--- config.mk ---
export PLATFORM = sky130hd
export DESIGN_NAME = gcbb_blend
export DESIGN_NICKNAME = d
export VERILOG_FILES = /design/src/rtl/gcbb_pkg.sv /design/src/rtl/gcbb_blend.sv
export SDC_FILE = /design/constraint.sdc
export NUM_CORES = 1
export LEC_CHECK = 0
export BUFFER_PORTS_ARGS = -buffer_cell sky130_fd_sc_hd__buf_2
export CORE_AREA = 8 8 185 187
export DETAILED_ROUTE_END_ITERATION = 6
export DIE_AREA = 0 0 193 195
export PLACE_DENSITY = 0.67
export SYNTH_ARGS = -nofsm -noshare
export SYNTH_HDL_FRONTEND = slang
export SYNTH_SLANG_ARGS = --single-unit
export TNS_END_PERCENT = 50
--- constraint.sdc ---
create_clock -name vclk -period 10.37
set_input_delay 0.5185 -clock vclk [all_inputs]
set_output_delay 0.5185 -clock vclk [all_outputs]
set_load 0.01 [all_outputs]
--- src/rtl/gcbb_pkg.sv ---
package gcbb_pkg;

  localparam int FRAME_MAX_WIDTH_DEF  = 256;
  localparam int FRAME_MAX_HEIGHT_DEF = 256;

  localparam int CFG_INDEX_W = 3;
  localparam int CFG_DATA_W  = 24;

  // configuration register indexes
  localparam logic [CFG_INDEX_W-1:0] REG_FRAME_WIDTH  = 3'd0;
  localparam logic [CFG_INDEX_W-1:0] REG_FRAME_HEIGHT = 3'd1;
  localparam logic [CFG_INDEX_W-1:0] REG_GLYPH_WIDTH  = 3'd2;
  localparam logic [CFG_INDEX_W-1:0] REG_GLYPH_ROWS   = 3'd3;
  localparam logic [CFG_INDEX_W-1:0] REG_ORIGIN_X     = 3'd4;
  localparam logic [CFG_INDEX_W-1:0] REG_ORIGIN_Y     = 3'd5;
  localparam logic [CFG_INDEX_W-1:0] REG_TEXT_COLOR   = 3'd6;

  typedef enum logic [1:0] {
    CMD_WRITE  = 2'd0,
    CMD_SAMPLE = 2'd1,
    CMD_READ   = 2'd2,
    CMD_NONE   = 2'd3
  } cmd_t;

  typedef struct packed {
    logic [7:0] r;
    logic [7:0] g;
    logic [7:0] b;
    logic [7:0] a;
  } pixel_t;

  typedef struct packed {
    logic [8:0]  frame_width;
    logic [8:0]  frame_height;
    logic [7:0]  glyph_width;
    logic [7:0]  glyph_rows;
    logic [15:0] origin_x;
    logic [15:0] origin_y;
    logic [23:0] text_color;
  } cfg_t;

  typedef struct packed {
    cmd_t        cmd;
    logic [15:0] address;
    pixel_t      pix;
    logic [7:0]  coverage;
    logic        hit;
    logic        done;
  } item_t;

endpackage

--- src/rtl/gcbb_blend.sv ---
module gcbb_blend (
  input  logic [23:0]          text_color,
  input  logic [7:0]           coverage,
  input  gcbb_pkg::pixel_t     dst,
  output gcbb_pkg::pixel_t     mixed
);

  function automatic logic [7:0] mix(input logic [7:0] c, input logic [7:0] d,
                                     input logic [7:0] a);
    logic [15:0] p0;
    logic [15:0] p1;
    logic [16:0] sum;
    p0  = 16'(c) * 16'(a);
    p1  = 16'(d) * 16'(8'd255 - a);
    sum = 17'(p0) + 17'(p1);
    return sum[15:8];
  endfunction

  always_comb begin
    mixed.r = mix(text_color[23:16], dst.r, coverage);
    mixed.g = mix(text_color[15:8], dst.g, coverage);
    mixed.b = mix(text_color[7:0], dst.b, coverage);
    mixed.a = dst.a;
  end

endmodule

==> results of run 1 <==
## metal layers
| metal | vias up | wire [µm] | global-route usage [%] |
|---|---|---|---|
| met1 | 4549 | 11600 | 19.8 |
| met3 | 25 | 991 | 0.927 |
| met2 | 167 | 14300 | 28.8 |
| met5 | - | 0 | 0 |
| met4 | 0 | 287 | 1.37 |
| li1 | 4085 | - | - |
## cells by family (layout without fill, tap and decap cells)
family / after synthesis / count (layout) / synth area share, %
buf+inv: 446 / 484 / 13.5
fa+ha+maj: 469 / 469 / 63.4
xor+xnor: 34 / 34 / 2.36
compound gates: 50 / 50 / 2.71
simple gates: 402 / 402 / 18.0
## critical path, stage by stage
cell and delay, ns:
buf_2 0.76, nand2_1 0.20, fa_1 0.56, fa_1 0.46, fa_1 0.55, inv_1 0.06, fa_1 0.44, fa_1 0.52
inv_1 0.05, fa_1 0.47, inv_1 0.04, ha_1 0.33, a21o_1 0.18, a21oi_1 0.17, a21boi_1 0.10, a311oi_2 0.40
a21oi_1 0.14, xnor2_1 0.17, buf_2 0.15
## placed cells by master (no fill, tap or decap), drive strengths merged
cell type	n
a211o	1
a211oi	2
a21bo	1
a21boi	1
a21o	7
a21oi	16
a221oi	1
a311oi	1
a31oi	2
and2	109
and2b	1
and3	3
buf	85
fa	284
ha	185
inv	399
nand2	86
nand2b	64
nand3	2
nand4	1
nor2	9
nor2b	126
nor3	1
o21a	5
o21ai	8
o21bai	3
o221ai	1
o31ai	1
xnor2	24
xor2	10
## stage by stage
step | hold slack (ns) | cells | utilization (%) | worst slack [ns] | instance area [µm²]
6_report | 1.04 | 1841 | 42.8 | 3.57 | 13400
5_1_grt | 1.04 | 1841 | 42.8 | 3.22 | 13400
4_1_cts | 1.04 | 1841 | 42.8 | 3.53 | 13400
3_5_place_dp | 1.04 | 1841 | 42.8 | 3.55 | 13400
3_3_place_gp | 1.04 | 1841 | 42.8 | 3.67 | 13400
2_1_floorplan | 1.13 | 1401 | - | 4.22 | 12600
## final cells by class
| type | instances | share of cell area (%) |
|---|---|---|
| Multi-Input combinational cell | 955 | 81.7 |
| Inverter | 399 | 11.2 |
| Tap cell | 402 | 3.77 |
| Timing Repair Buffer | 85 | 3.28 |
## worst paths after layout
kind / from / to / cells past startpoint / slack (ns)
worst max-delay path: coverage[1] / mixed[31] / 19 / 3.57
worst min-delay path: dst[1] / mixed[1] / 0 / 1.04
==> flow_summary.yaml, run 1 <==
placed_design:
  portBuffers: 80
  gp_congestion: 0.822
  hpwl_um: 22200
die:
  die_h_um: 195
  core_um2: 31200
  start_util_pct: 40.4
  dieArea_um2: 37600
  fp-row-count: 65
  die_w_um: 193
  ios: 96
grt:
  grt_pass1_wl_um: 48100
  gr-total-overflow: 0
  grt_antenna_before_repair: 0
  grt_max_degree: 49
  first_global_vias: 10100
  grt_use_total_pct: 15.4
timing:
  rsz0062_at_grt: "false"
  finalSetupViolCount: 0
  period_share_pct: 65.5
  max_freq_mhz: 147
  finalHoldViolCount: 0
  setup_tns_ns: 0
  fin_crit_ns: 6.80
  slew_headroom_pct: 31.1
  worstMarginPinSlew_ns: 1.03
  drv_slew: 0
synthesis:
  synth_cell_type_count: 33
  netlist_top_cells_count: "inv_1, fa_1, ha_1"
  synth_most_common_cell: "inv_1"
  ys_seq_area_share_pct: 0
  synth_fp_nets: 1934
  synthDominantCellAreaShare_pct: 45.1
  syn_inst: 1401
  synth_warnings: 0
  avgSynthCellArea_um2: 9.01
  synth_top_cells_by_area: "fa_1, ha_1, inv_1, nor2b_1, and2_1"
  synth.largest_area_cell: "fa_1"
  synth_area_um2: 12600
final_layout:
  drive_above_1_share_pct: 6.32
  multiInputGateArea_um2: 10900
  nFlopsAndLatches: 0
  nets: 1974
  fill_cells: 3142
  area_growth_pct: 5.82
  final.clkbuf_count: 0
  num_antenna_cells: 0
  seqCellArea_um2: 0
detailed_routing:
  postRouteAntennaNets: 0
  drc: 0
  wirelength_um: 27200
  wl_per_cell_um: 14.8
  first_pass_iters: 4
  dr_total_vias: 8826
  viasPerCell: 4.79
  drt-initial-drc-count: 335
min_path:
  worstHoldPathType: "primary input to primary output"
worst_setup_path:
  critical_path.startpoint_type: "primary input"
  arrival_ns: 6.28
  cp-end-kind: "primary output"
  setup.worst_path.class: "primary input to primary output"
  crit_fanout: 48
  worstPathRequired_ns: 9.85
flow_run:
  cap_violations: 0
run_status:
  outcome: "completed"
clock_network:
  post_cts_buffers: 0
  post_cts_resized: 0
  hold_buffers: 0
Power of run 1 is not shown: default switching activity piles up to over one toggle a cycle in this logic, so the estimate is an artifact.
==> inputs of run 2 (changes only) <==
--- a/config.mk
+++ b/config.mk
@@ -9,7 +9,7 @@
 export CORE_AREA = 8 8 185 187
 export DETAILED_ROUTE_END_ITERATION = 6
 export DIE_AREA = 0 0 193 195
-export PLACE_DENSITY = 0.67
+export PLACE_DENSITY = 0.7
 export SYNTH_ARGS = -nofsm -noshare
 export SYNTH_HDL_FRONTEND = slang
 export SYNTH_SLANG_ARGS = --single-unit
==> constraint.sdc (replaced) <==
create_clock -name vclk -period 5.8
set_input_delay 0.29 -clock vclk [all_inputs]
set_output_delay 0.29 -clock vclk [all_outputs]
set_load 0.01 [all_outputs]
==> run 2 against run 1 <==
Die area stayed put. Sequential share of layout area stayed put. Critical path depth stayed put. Via count rose by 2.8%. Hold slack worse by 0.46 ns. Flip-flop and latch count stayed put. Global-route usage is 0.30 points higher. First-iteration DRC count down 8.7%. Cell count rose by 2.3%. Critical path type unchanged.
==> flow_summary.yaml, run 2 (synthesized netlist as in run 1, its figures left out) <==
min_path:
  worstHoldPathType: "primary input to primary output"
die:
  ios: 96
  core_um2: 31200
  die_h_um: 195
  fp-row-count: 65
  start_util_pct: 40.4
  dieArea_um2: 37600
  die_w_um: 193
detailed_routing:
  postRouteAntennaNets: 0
  drc: 0
  wirelength_um: 28900
  route.met3.wl_um: 1730
  wl_met2_um: 14600
  drt-initial-drc-count: 306
  m1WireLength_um: 12100
  wl_per_cell_um: 15.3
  dr_total_vias: 9069
  top_layer: "met5"
  viasPerCell: 4.81
  first_pass_iters: 5
worst_setup_path:
  worstPathRequired_ns: 5.51
  arrival_ns: 5.31
  setup.worst_path.class: "primary input to primary output"
  cp-end-kind: "primary output"
  crit_fanout: 28
  critical_path.startpoint_type: "primary input"
final_layout:
  seqCellArea_um2: 0
  area_growth_pct: 11.4
  nets: 2016
  final.clkbuf_count: 0
  drive_above_1_share_pct: 10.5
  final_common_cell: "inv_1"
  final_cell_mix: "inv_1, fa_1, ha_1"
  nFlopsAndLatches: 0
timing:
  period_share_pct: 96.5
  timing.hold.ws_ns: 0.580
  slew_headroom_pct: 76.5
  fin_crit_ns: 5.60
  worstMarginPinSlew_ns: 0.350
  max_freq_mhz: 179
  drv_slew: 0
  finalHoldViolCount: 0
  finalSetupViolCount: 0
grt:
  grt_use_total_pct: 15.7
  grt_antenna_before_repair: 7
  first_global_vias: 10100
  grt_pass1_wl_um: 48600
  gr-total-overflow: 0
  grt_max_degree: 32
run_status:
  outcome: "completed"
placed_design:
  portBuffers: 80
  hpwl_um: 24300
  gp_congestion: 0.865
flow_run:
  cap_violations: 0
run 2: what timing repair did:
action,in CTS,in global routing
endpoints found under the setup margin,5,16
hold buffers,0,0
buffers inserted,0,3
gates cloned,0,6
resized for setup,4,36
pin swaps,2,22
run 2: critical path, stage by stage:
cell and delay, ns:
buf_2 0.12, buf_4 0.32, nand2b_1 0.18, fa_1 0.44, fa_1 0.50, inv_1 0.06
fa_1 0.51, fa_1 0.47, fa_1 0.50, inv_1 0.05, fa_1 0.48, inv_1 0.05
ha_1 0.27, o21ai_0 0.21, a21oi_2 0.08, a311oi_2 0.31, buf_4 0.18, xnor2_1 0.11
buf_2 0.16
run 2: worst paths after layout:
path / slack, ns / endpoint / depth (start not counted) / start
worst min-delay path: 0.58 / mixed[1] / 0 / dst[1]
worst max-delay path: 0.20 / mixed[29] / 19 / coverage[0]
run 2: area by class of cell:
class                      instances  area, µm²
multi-input combinational        955      11100
antenna                            1       2.50
fill                            3094      17200
tap                              402        503
timing repair buffer             127        981
inverter                         399       1500
run 2: metal layers:
layer	vias to the layer above	global-route usage (%)
li1	4176	-
met1	4622	20.5
met2	217	28.3
met3	44	1.82
met4	10	1.51
met5	-	0
run 2: metrics by stage:
stage                     setup TNS (ns)  area, µm²  instances  utilization, %  setup WS (ns)
after floorplan                        0      12600       1401               -          0.111
after global placement           -0.0150      13700       1874            43.9        -0.0150
after detailed placement         -0.0980      13700       1874            43.9        -0.0341
after CTS                       -0.00523      13700       1874            44.0       -0.00523
after global routing             -0.0267      14100       1884            45.0        -0.0139
final                                  0      14100       1884            45.0          0.201
Power of run 2 is left out for the same reason.
