`config.mk`:
```
export PLATFORM = sky130hd
export DESIGN_NAME = gcbb_place
export DESIGN_NICKNAME = d
export VERILOG_FILES = /design/src/rtl/gcbb_pkg.sv /design/src/rtl/gcbb_place.sv
export SDC_FILE = /design/constraint.sdc
export NUM_CORES = 1
export LEC_CHECK = 0
export ABC_AREA = 0
export BUFFER_PORTS_ARGS = -buffer_cell sky130_fd_sc_hd__buf_2
export CORE_ASPECT_RATIO = 1.2
export CORE_UTILIZATION = 35
export DETAILED_ROUTE_END_ITERATION = 10
export PLACE_DENSITY_LB_ADDON = 0.1
export SLEW_MARGIN = 40
export SYNTH_ARGS = -nofsm -noshare
export SYNTH_HDL_FRONTEND = slang
export SYNTH_SLANG_ARGS = --single-unit
```
`constraint.sdc`:
```
create_clock -name clk -period 5.92 [get_ports clk]
set_clock_uncertainty 0.05 [all_clocks]
set_input_delay 0.296 -clock clk [delete_from_list [all_inputs] [get_ports clk]]
set_output_delay 0.296 -clock clk [all_outputs]
set_load 0.03 [all_outputs]
```
`src/rtl/gcbb_pkg.sv`:
```
package gcbb_pkg;

  localparam int FRAME_MAX_WIDTH_DEF  = 256;
  localparam int FRAME_MAX_HEIGHT_DEF = 256;

  localparam int CFG_INDEX_W = 3;
  localparam int CFG_DATA_W  = 24;

  // configuration register indexes
  localparam logic [CFG_INDEX_W-1:0] REG_FRAME_WIDTH  = 3'd0;
  localparam logic [CFG_INDEX_W-1:0] REG_FRAME_HEIGHT = 3'd1;
  localparam logic [CFG_INDEX_W-1:0] REG_GLYPH_WIDTH  = 3'd2;
  localparam logic [CFG_INDEX_W-1:0] REG_GLYPH_ROWS   = 3'd3;
  localparam logic [CFG_INDEX_W-1:0] REG_ORIGIN_X     = 3'd4;
  localparam logic [CFG_INDEX_W-1:0] REG_ORIGIN_Y     = 3'd5;
  localparam logic [CFG_INDEX_W-1:0] REG_TEXT_COLOR   = 3'd6;

  typedef enum logic [1:0] {
    CMD_WRITE  = 2'd0,
    CMD_SAMPLE = 2'd1,
    CMD_READ   = 2'd2,
    CMD_NONE   = 2'd3
  } cmd_t;

  typedef struct packed {
    logic [7:0] r;
    logic [7:0] g;
    logic [7:0] b;
    logic [7:0] a;
  } pixel_t;

  typedef struct packed {
    logic [8:0]  frame_width;
    logic [8:0]  frame_height;
    logic [7:0]  glyph_width;
    logic [7:0]  glyph_rows;
    logic [15:0] origin_x;
    logic [15:0] origin_y;
    logic [23:0] text_color;
  } cfg_t;

  typedef struct packed {
    cmd_t        cmd;
    logic [15:0] address;
    pixel_t      pix;
    logic [7:0]  coverage;
    logic        hit;
    logic        done;
  } item_t;

endpackage

```
`src/rtl/gcbb_place.sv`:
```
module gcbb_place #(
  parameter int FRAME_MAX_WIDTH  = gcbb_pkg::FRAME_MAX_WIDTH_DEF,
  parameter int FRAME_MAX_HEIGHT = gcbb_pkg::FRAME_MAX_HEIGHT_DEF,
  localparam int DEPTH = FRAME_MAX_WIDTH * FRAME_MAX_HEIGHT,
  localparam int AW = $clog2(DEPTH)
) (
  input  logic                clk,
  input  logic                rst,
  input  logic                adv,
  input  logic                in_valid,
  input  logic [1:0]          cmd,
  input  logic [15:0]         pixel_address,
  input  logic [7:0]          write_red,
  input  logic [7:0]          write_green,
  input  logic [7:0]          write_blue,
  input  logic [7:0]          write_alpha,
  input  logic [7:0]          coverage,
  input  gcbb_pkg::cfg_t      cfg,
  output logic                s2_valid,
  output gcbb_pkg::item_t     s2_item,
  output logic [AW-1:0]       s2_addr
);

  logic [7:0] col, col_next;
  logic [7:0] row, row_next;
  logic [7:0] col_inc, row_inc;
  logic       done_now;
  logic       accept;
  logic [16:0] x_sum, y_sum;

  logic            s1_valid;
  gcbb_pkg::item_t s1_item;
  logic [16:0]     s1_x, s1_y;

  logic [8:0]  fw, fh;
  logic        in_frame, in_store, s1_hit;
  logic [17:0] prod;

  gcbb_pkg::item_t s2_body;
  logic [17:0]     s2_prod;
  logic [8:0]      s2_x;
  logic [17:0]     ad;

  assign accept = in_valid && adv;

  // glyph position counters, row-major with wrap at the glyph size
  always_comb begin
    col_inc  = col + 8'd1;
    row_inc  = row + 8'd1;
    col_next = col_inc;
    row_next = row;
    done_now = 1'b0;
    if (col_inc == cfg.glyph_width) begin
      col_next = 8'd0;
      row_next = row_inc;
      if (row_inc == cfg.glyph_rows) begin
        row_next = 8'd0;
        done_now = 1'b1;
      end
    end
  end

  always_ff @(posedge clk) begin
    if (rst) begin
      col <= 8'd0;
      row <= 8'd0;
    end else if (accept && (gcbb_pkg::cmd_t'(cmd) == gcbb_pkg::CMD_SAMPLE)) begin
      col <= col_next;
      row <= row_next;
    end
  end

  assign x_sum = {cfg.origin_x[15], cfg.origin_x} + {9'd0, col};
  assign y_sum = {cfg.origin_y[15], cfg.origin_y} + {9'd0, row};

  always_ff @(posedge clk) begin
    if (rst) begin
      s1_valid <= 1'b0;
    end else if (adv) begin
      s1_valid <= in_valid;
    end
  end

  always_ff @(posedge clk) begin
    if (adv) begin
      s1_item.cmd      <= gcbb_pkg::cmd_t'(cmd);
      s1_item.address  <= pixel_address;
      s1_item.pix      <= {write_red, write_green, write_blue, write_alpha};
      s1_item.coverage <= coverage;
      s1_item.hit      <= 1'b0;
      s1_item.done     <= done_now && (gcbb_pkg::cmd_t'(cmd) == gcbb_pkg::CMD_SAMPLE);
      s1_x             <= x_sum;
      s1_y             <= y_sum;
    end
  end

  // frame size clamp, frame bounds and store range checks, and row offset
  always_comb begin
    fw = (32'(cfg.frame_width) > 32'(FRAME_MAX_WIDTH)) ? 9'(FRAME_MAX_WIDTH)
                                                       : cfg.frame_width;
    fh = (32'(cfg.frame_height) > 32'(FRAME_MAX_HEIGHT)) ? 9'(FRAME_MAX_HEIGHT)
                                                         : cfg.frame_height;
    in_frame = !s1_x[16] && !s1_y[16] && (s1_x[15:0] < 16'(fw)) &&
               (s1_y[15:0] < 16'(fh));
    in_store = 32'(s1_item.address) < 32'(DEPTH);
    prod = 18'(s1_y[8:0]) * 18'(fw);
    case (s1_item.cmd)
      gcbb_pkg::CMD_SAMPLE: s1_hit = in_frame;
      gcbb_pkg::CMD_WRITE:  s1_hit = in_store;
      gcbb_pkg::CMD_READ:   s1_hit = in_store;
      default:              s1_hit = 1'b0;
    endcase
  end

  always_ff @(posedge clk) begin
    if (rst) begin
      s2_valid <= 1'b0;
    end else if (adv) begin
      s2_valid <= s1_valid;
    end
  end

  always_ff @(posedge clk) begin
    if (adv) begin
      s2_body     <= s1_item;
      s2_body.hit <= s1_hit;
      s2_prod     <= prod;
      s2_x        <= s1_x[8:0];
    end
  end

  assign ad = s2_prod + 18'(s2_x);

  always_comb begin
    s2_item = s2_body;
    s2_addr = AW'(s2_body.address);
    if (s2_body.cmd == gcbb_pkg::CMD_SAMPLE) begin
      s2_item.address = ad[15:0];
      s2_addr         = AW'(ad);
    end
  end

endmodule

```
==> flow_summary.yaml <==
detailed_routing:
  vias: 7583
  drcViolationCount: 0
  ant_nets: 0
  wl_per_cell_um: 14.3
  dr.pass1.iters: 4
  drtIter0Drc: 337
  vias_per_cell: 4.56
  routed_wl_mm: 23.8
final_layout:
  drive_gt1_frac: 0.223
  syn_to_final_growth_pct: 19.5
  instances_no_fill: 1664
  nNetsFinal: 1484
  filler_cell_count: 3134
power_and_ir_drop:
  total_power_w: 0.00378
  leakagePower_nw: 5.88
  ir_drop_mv: 0.162
  p_per_area_mw_per_mm2: 271
clock_network:
  cts_setup_buffers: 0
  cts_tree: "done"
  cts_max_level: 4
  clockBufferDepth: 2
  clk_pin_slew_ps: 70
  ctsResizeCount: 0
  clock-root-buffer: "clkbuf_16"
  hold_buffers: 56
  clock-sinks: 196
  clock_latency_ps: 440
  cts_buffers: 17
synthesis:
  synth_cells: 1003
  synth_top_area_frac: 0.458
  synth_nets: 1281
  async_reset_ff_frac: 0
  avgSynthCellArea_um2: 11.6
  synth_edf_count: 178
  synth.most_common_cell: "edfxtp_1"
  synth_cell_types: 71
  synth_area_leader_cell: "edfxtp_1"
  synth_area_leaders: "edfxtp_1 (46%), fa_1 (8.9%), ha_1 (7.9%), xnor2_1 (4.0%), buf_4 (3.9%)"
  yosysSeqAreaShare: 0.489
  yosys_warnings: 0
  synth-main-ff-cell: "edfxtp_1"
  syn_area_mm2: 0.0117
  synth.top_cells.by_count: "edfxtp_1 (178), inv_1 (107), nand2_1 (83), ha_1 (74), buf_4 (60)"
  ys_ff_latch: 196
die:
  io_pins: 229
  die_area_mm2: 0.0341
  die_y_um: 202
  start_util: 0.359
  die_w_um: 169
  fp-row-count: 72
  core_region_area_mm2: 0.0325
worst_setup_path:
  critical_path.max_fanout: 10
  arrival_ps: 5280
  end_kind: "register"
  reg2reg_from: "s1_y[2]"
  startpoint: "s1_y[2]"
  cp_slowest_cell: "edfxtp_1"
  required_ps: 6150
  reg2reg_slack_ps: 870
  path_class: "register to register"
  cp_cell_sequence: "nand2_1 > fa_1 > inv_1 > ha_1 > ha_1 > inv_1 > fa_1 > inv_1 > ha_1 > fa_1 > a21o_1 > a21oi_1 > nor2b_1 > o21a_1 > o41ai_2 > or4b_1 > o211ai_1"
  worst_setup_path_start_kind: "register"
  critPathMaxStageDelay_ps: 640
timing:
  maxSlewHeadroom: 0.484
  rsz0062_at_grt: "no"
  fmax_mhz: 198
  setup-violations-final: 0
  fin_crit_sh: 0.853
  finalMaxSlewViolations: 0
  worstMarginPinSlew_ps: 773
  fin_crit_ps: 5050
  finalHoldViolCount: 0
  tns_ps: 0
global_route:
  grt_max_degree: 134
  grt_overflow: 0
  grt_pass1_wl_mm: 38.6
  grt_pass1_vias: 7625
  grtUsageTotal: 0.146
  grt_antenna_before_repair: 1
place:
  dp_hpwl_mm: 17.9
  placed_cells: 1575
  port-buffer-count: 204
  gp_congestion: 0.800
min_path:
  hold_path_class: "primary input to register"
  hp-start: "cmd[1]"
run_status:
  status: "finished, final reports clean"
run:
  maxCapViolations: 0
[worst paths after layout]
check	endpoint	cells past startpoint
worst max register to register	s2_prod[14]	17
worst min-delay path	s1_item[59]	1
worst min register to register	s2_body[45]	0
worst max-delay path	s2_prod[14]	17
[worst max-delay path: cells and delay by family (launching register included)]
| family | cells | cell delay (ps) |
|---|---|---|
| fa+ha+maj | 6 | 2270 |
| compound gates | 5 | 1080 |
| simple gates | 3 | 710 |
| flops | 1 | 640 |
| buf+inv | 3 | 130 |
[cells in the final DEF (no fill, tap or decap), types with 8 or more instances in the layout]
cell           instances
buf_2                203
edfxtp_1             178
inv_1                107
nand2_1               82
ha_1                  74
dlygate4sd3_1         56
xnor2_1               53
fa_1                  52
and2_1                42
nor2_1                38
o21ai_0               37
nand3_1               28
a21oi_1               25
dfxtp_1               18
nor2b_1               17
clkbuf_16             17
nand2b_1              16
nor3_1                13
xor2_1                13
a21o_1                12
o21a_1                10
nor4_1                 9
and3_1                 8
buf_4                  8
[sequential cells by signal (all words and copies together) (netlist names)]
signal / cells
s1_item: 59
s1_y: 17
s2_valid: 1
s1_valid: 1
s1_x: 17
s2_body: 16
s2_x: 9
s2_prod: 16
s2_item: 44
row: 8
col: 8
[final cells by class]
cell class | count | area (um^2) | area share
multi-input cells | 614 | 5010 | 0.359
diodes | 1 | 2.50 | 0.000179
repair buffers | 269 | 1670 | 0.120
well taps | 444 | 556 | 0.0398
inverters | 108 | 405 | 0.0291
flip-flops and latches | 196 | 5710 | 0.409
clock inverters | 14 | 173 | 0.0124
clock buffers | 18 | 429 | 0.0308
[stage by stage]
| step | utilization | worst slack (ps) | hold WS [ps] | area [um^2] |
|---|---|---|---|---|
| finish | 0.429 | 869 | 43.7 | 14000 |
| global route | 0.429 | 562 | 10.1 | 14000 |
| CTS | 0.429 | 789 | 8.94 | 13900 |
| detailed placement | 0.393 | 338 | 355 | 12800 |
| global placement | 0.393 | 384 | 350 | 12800 |
| floorplan | - | 1140 | 345 | 11700 |
[cells by family (layout without fill, tap and decap cells)]
| group | Yosys count | count (layout) | synth area share |
|---|---|---|---|
| simple gates | 282 | 282 | 0.125 |
| flops | 196 | 196 | 0.489 |
| buf+inv | 193 | 409 | 0.0822 |
| compound gates | 133 | 133 | 0.0793 |
| fa+ha+maj | 126 | 126 | 0.169 |
| xor+xnor | 66 | 66 | 0.0495 |
| mux | 7 | 7 | 0.00643 |
| other cells | 0 | 1 | 0 |
[per-layer routing]
metal / global-route usage / up-vias / part of all wire
met5: 0 / - / 0
met4: 0.0516 / 0 / 0.016
met3: 0.0251 / 19 / 0.030
met2: 0.244 / 151 / 0.49
met1: 0.189 / 3604 / 0.47
li1: - / 3809 / -
[where the power goes]
| part | internal, W | total [W] | switching (W) |
|---|---|---|---|
| combinational | 0.000374 | 0.000892 | 0.000518 |
| sequential | 0.00166 | 0.00171 | 0.0000557 |
| clock | 0.000576 | 0.00117 | 0.000595 |
Power figures use the tool's default switching activity.
